$ cat config.mk
export PLATFORM = sky130hd
export DESIGN_NAME = qgdt_ctrl
export DESIGN_NICKNAME = d
export VERILOG_FILES = /design/src/hdl/qgdt_pkg.sv /design/src/hdl/qgdt_ctrl.sv
export SDC_FILE = /design/constraint.sdc
export NUM_CORES = 1
export LEC_CHECK = 0
export BUFFER_PORTS_ARGS = -buffer_cell sky130_fd_sc_hd__buf_2
export CORE_UTILIZATION = 30
export CTS_CLUSTER_SIZE = 10
export DETAILED_ROUTE_END_ITERATION = 8
export GPL_ROUTABILITY_DRIVEN = 0
export MAX_ROUTING_LAYER = met4
export PLACE_DENSITY = 0.59
export SLEW_MARGIN = 20
export SYNTH_ARGS = -nofsm -noshare
export SYNTH_HDL_FRONTEND = slang
export SYNTH_SLANG_ARGS = --single-unit
export TNS_END_PERCENT = 30
$ cat constraint.sdc
create_clock -name clk -period 4.18 [get_ports clk]
set_clock_uncertainty 0.2 [all_clocks]
set_input_delay 0.209 -clock clk [delete_from_list [all_inputs] [get_ports clk]]
set_output_delay 0.209 -clock clk [all_outputs]
set_load 0.01 [all_outputs]
$ cat src/hdl/qgdt_pkg.sv
package qgdt_pkg;

  // Width of the qubit fields of an input beat.
  localparam int QF_W = 6;
  // Width of the configuration data and of the per-core counts.
  localparam int CFG_W = 7;
  // Step counter width of the core-index divider.
  localparam int DIV_CNT_W = $clog2(QF_W + 1);

  typedef enum logic [1:0] {
    OP_CLEAR   = 2'd0,
    OP_EDGE    = 2'd1,
    OP_COMPUTE = 2'd2,
    OP_QUERY   = 2'd3
  } opcode_t;

  typedef enum logic [1:0] {
    STS_OK    = 2'd0,
    STS_RANGE = 2'd1,
    STS_DUP   = 2'd2
  } status_t;

  typedef enum logic [1:0] {
    CFG_QUBIT_COUNT     = 2'd0,
    CFG_QUBITS_PER_CORE = 2'd1,
    CFG_COMM_PER_CORE   = 2'd2,
    CFG_FULL_CONN       = 2'd3
  } cfg_idx_t;

  // Commands from the controller to the datapath.
  typedef struct packed {
    logic load_item;
    logic sweep_init;
    logic sweep_step;
    logic edge_rd;
    logic edge_wr;
    logic div_init;
    logic div_step;
    logic full_init;
    logic full_step;
    logic fw_init;
    logic col_init;
    logic col_step;
    logic row_next;
    logic resp_load;
  } cmd_t;

  // Status from the datapath to the controller.
  typedef struct packed {
    opcode_t opcode;
    logic    out_of_range;
    logic    self_loop;
    logic    full_mode;
    logic    n_zero;
    logic    sweep_last;
    logic    div_done;
    logic    full_last;
    logic    a_inf;
    logic    j_last;
    logic    i_last;
    logic    k_last;
    logic    out_busy;
    logic    wb_busy;
  } stat_t;

endpackage

$ cat src/hdl/qgdt_ctrl.sv
module qgdt_ctrl import qgdt_pkg::*; (
  input  logic  clk,
  input  logic  rst_n,
  input  logic  in_valid,
  output logic  in_ready,
  input  stat_t stat,
  output cmd_t  cmd
);

  typedef enum logic [3:0] {
    S_INIT,
    S_IDLE,
    S_DISPATCH,
    S_CLEAR,
    S_EDGE_WAIT,
    S_EDGE_WR,
    S_QUERY,
    S_FULL,
    S_ROW_RD,
    S_ROW_CHK,
    S_COL,
    S_RESP
  } state_t;

  state_t state_r, state_nxt;
  logic   in_ready_r, in_ready_nxt;

  // Next state and datapath commands.
  always_comb begin
    cmd       = '0;
    state_nxt = state_r;
    unique case (state_r)
      S_INIT: begin
        cmd.sweep_step = 1'b1;
        if (stat.sweep_last) begin
          state_nxt = S_IDLE;
        end
      end
      S_IDLE: begin
        if (in_valid && in_ready_r) begin
          cmd.load_item = 1'b1;
          state_nxt     = S_DISPATCH;
        end
      end
      S_DISPATCH: begin
        unique case (stat.opcode)
          OP_CLEAR: begin
            cmd.sweep_init = 1'b1;
            state_nxt      = S_CLEAR;
          end
          OP_EDGE: begin
            if (stat.out_of_range || stat.self_loop) begin
              state_nxt = S_RESP;
            end else begin
              cmd.edge_rd = 1'b1;
              state_nxt   = S_EDGE_WAIT;
            end
          end
          OP_QUERY: begin
            if (stat.out_of_range) begin
              state_nxt = S_RESP;
            end else begin
              cmd.edge_rd  = 1'b1;
              cmd.div_init = 1'b1;
              state_nxt    = S_QUERY;
            end
          end
          OP_COMPUTE: begin
            priority if (stat.n_zero) begin
              state_nxt = S_RESP;
            end else if (stat.full_mode) begin
              cmd.full_init = 1'b1;
              state_nxt     = S_FULL;
            end else begin
              cmd.fw_init = 1'b1;
              state_nxt   = S_ROW_RD;
            end
          end
        endcase
      end
      S_CLEAR: begin
        cmd.sweep_step = 1'b1;
        if (stat.sweep_last) begin
          state_nxt = S_RESP;
        end
      end
      S_EDGE_WAIT: begin
        state_nxt = S_EDGE_WR;
      end
      S_EDGE_WR: begin
        cmd.edge_wr = 1'b1;
        state_nxt   = S_RESP;
      end
      S_QUERY: begin
        cmd.div_step = 1'b1;
        if (stat.div_done) begin
          state_nxt = S_RESP;
        end
      end
      S_FULL: begin
        cmd.full_step = 1'b1;
        if (stat.full_last) begin
          cmd.fw_init = 1'b1;
          state_nxt   = S_ROW_RD;
        end
      end
      S_ROW_RD: begin
        state_nxt = S_ROW_CHK;
      end
      S_ROW_CHK: begin
        if (stat.a_inf) begin
          cmd.row_next = 1'b1;
          state_nxt    = (stat.i_last && stat.k_last) ? S_RESP : S_ROW_RD;
        end else begin
          cmd.col_init = 1'b1;
          state_nxt    = S_COL;
        end
      end
      S_COL: begin
        cmd.col_step = 1'b1;
        if (stat.j_last) begin
          cmd.row_next = 1'b1;
          state_nxt    = (stat.i_last && stat.k_last) ? S_RESP : S_ROW_RD;
        end
      end
      S_RESP: begin
        if (!stat.out_busy) begin
          cmd.resp_load = 1'b1;
          state_nxt     = S_IDLE;
        end
      end
      default: begin
        state_nxt = S_IDLE;
      end
    endcase
  end

  assign in_ready_nxt = (state_nxt == S_IDLE);

  // State and registered ready.
  always_ff @(posedge clk) begin
    if (!rst_n) begin
      state_r    <= S_INIT;
      in_ready_r <= 1'b0;
    end else begin
      state_r    <= state_nxt;
      in_ready_r <= in_ready_nxt;
    end
  end

  assign in_ready = in_ready_r;

endmodule

==> flow_summary.yaml <==
clock_tree:
  cts-htree-levels: 1
  cts.clk_slew.worst_paths_ns: 0.04
  cts_root_buffer: "clkbuf_4"
  clk_path_buf_depth: 2
  clock_sinks: 5
  tritoncts: "built"
  clkLatencyLatePin_ns: 0.24
  ctsResizeCount: 0
  ctsHoldBuffers: 0
  cts_setup_buffers: 0
  cts-buffers-inserted: 3
critical_path:
  crit_arrival_ns: 1.72
  path_buf_inv: 1
  slowest_delay_ns: 0.53
  crit_path_end_kind: "output pin"
  worstSetupPathType: "flip-flop to output pin"
  worstPathCellList: "nor2b_1 > and2_1 > and3_2 > buf_2"
  slowest_stage: "dfxtp_1"
  cp-start-kind: "flip-flop"
  critPathTopFamily: "simple AND/OR/NAND/NOR gates"
  critical_path.max_fanout: 13
  crit_required_ns: 3.77
routing:
  wire_per_inst_um: 10.9
  vias: 701
  initialDrtViolationCount: 14
  drc: 0
  drt_first_pass_iters: 4
  ant_nets: 0
  wl_mm: 1.51
  routed_via_density: 5.04
yosys:
  synth-edff-count: 0
  synthesis.nets: 101
  synth_cell_types: 36
  ys_async_sr_fraction_pct: 0
  ys_seq_elements: 5
  synth.area.top_cells: "dfxtp_1 (18%), nor2_1 (5.9%), nand2b_1 (5.5%)"
  yosysMostFrequentCell: "nor2_1"
  syn_area_um2: 569
  syn_inst: 83
  yosysTopAreaCell: "dfxtp_1"
  syn_avg_cell_area_um2: 6.86
  synthFlopType: "dfxtp_1"
  synth-seq-area-share_pct: 17.6
  yosysWarnings: 0
  synth_top_area_share_pct: 17.6
  synthTopCellsByCount: "nor2_1 (9), nand2_1 (8), a21oi_1 (6), nor3_1 (6)"
pwr:
  p_per_area_nw_per_um2: 264
  power_mw: 0.201
  p_leak_nw: 0.341
  vdd_drop_max_v: 0.000184
floorplan:
  io_pins: 33
  initial_core_util_pct: 32.6
  row_count: 15
  die_area_um2: 2080
  die_h_um: 45.6
  dieWidth_um: 45.6
  core_area_um2: 1750
timing:
  final.setup.tns_ns: 0
  worst_slack_ns: 2.05
  max_freq_mhz: 469
  period_share_pct: 51.0
  tightest_slew_ns: 0.442
  final_hold_viol_count: 0
  slew_viol_final: 0
  relSlewSlack_pct: 70.2
  fin_crit_ns: 2.13
  grt_setup_unrepaired: "false"
  setup-violations-final: 0
grt:
  grt_first_pass_wirelength_mm: 2.29
  grt_overflow: 0
  grt_pass1_vias: 550
  grt_max_degree: 16
  antenna_found_initial: 0
  grt_use_total_pct: 15.9
cells_and_area:
  areaGrowthSynthToFinish_pct: 33.8
  layout-drive-gt1-share_pct: 36.8
  num_antenna_cells: 0
  num-nets-final: 133
place:
  hpwl_mm: 1.22
  place_ws_ns: 2.19
  port-buffer-count: 31
run:
  maxCapViolCount: 0
outcome:
  status: "finished clean"
hold_path:
  hp-class: "primary input to flip-flop"
path summary, 6_finish.rpt:
kind / startpoint / end / slack [ns] / cells past startpoint
max reg2reg: state_r[1] / in_ready / 2.16 / 5
max: state_r[1] / cmd[8] / 2.05 / 4
min reg2reg: state_r[3] / state_r[0] / 0.64 / 3
min: rst_n / state_r[2] / 0.04 / 2
per-stage QoR:
stage | utilization, % | area (um^2) | cells | hold WS [ns]
floorplan | - | 569 | 83 | 0.131
global placement | 42.2 | 736 | 135 | 0.270
detailed placement | 42.2 | 736 | 135 | 0.270
CTS | 43.7 | 762 | 139 | 0.0258
global route | 43.7 | 762 | 139 | 0.0501
finish | 43.7 | 762 | 139 | 0.0405
registers in the layout, indices dropped and copies added, names as in the netlist:
name / flops
state_r: 4
in_ready: 1
cells in the final DEF (no fill, tap or decap), types with 4 or more instances in the layout:
master,instances
buf_2,31
nand2_1,8
nor3_1,6
nand2b_1,5
nor2_1,9
dfxtp_1,5
inv_1,4
a21oi_1,6
cells by family after synthesis:
| family | synth area share, % |
|---|---|
| AND/OR/NAND/NOR | 42.6 |
| AO/OA/AOI/OAI | 31.2 |
| buffers and inverters | 6.81 |
| flip-flops | 17.6 |
| multiplexers | 1.76 |
cell type report:
type | count | area [um^2]
clock buffer | 4 | 26.3
fill | 185 | 983
inverter | 5 | 18.8
multi-input combinational | 69 | 430
sequential | 5 | 100
tap | 25 | 31.3
timing repair buffer | 31 | 155
where the power goes:
part | total [mW] | switching [mW] | internal (mW)
Sequential | 0.0683 | 0.0137 | 0.0546
Clock | 0.0535 | 0.0175 | 0.0359
Combinational | 0.0794 | 0.0419 | 0.0375
per-layer routing:
metal | up-vias | global-route usage [%] | wire length [um]
li1 | 367 | - | -
met5 | - | - | 0
met2 | 11 | 22.9 | 747
met4 | 0 | 9.09 | 0
met3 | 0 | 2.38 | 31
met1 | 323 | 21.0 | 730
worst register-to-register path: cells and delay by family, from the launching register on:
kind             cells  cell delay [ns]
AND/OR/NAND/NOR      3             0.89
flip-flops           1             0.53
AO/OA/AOI/OAI        2             0.30
Power figures use the tool's default switching activity.
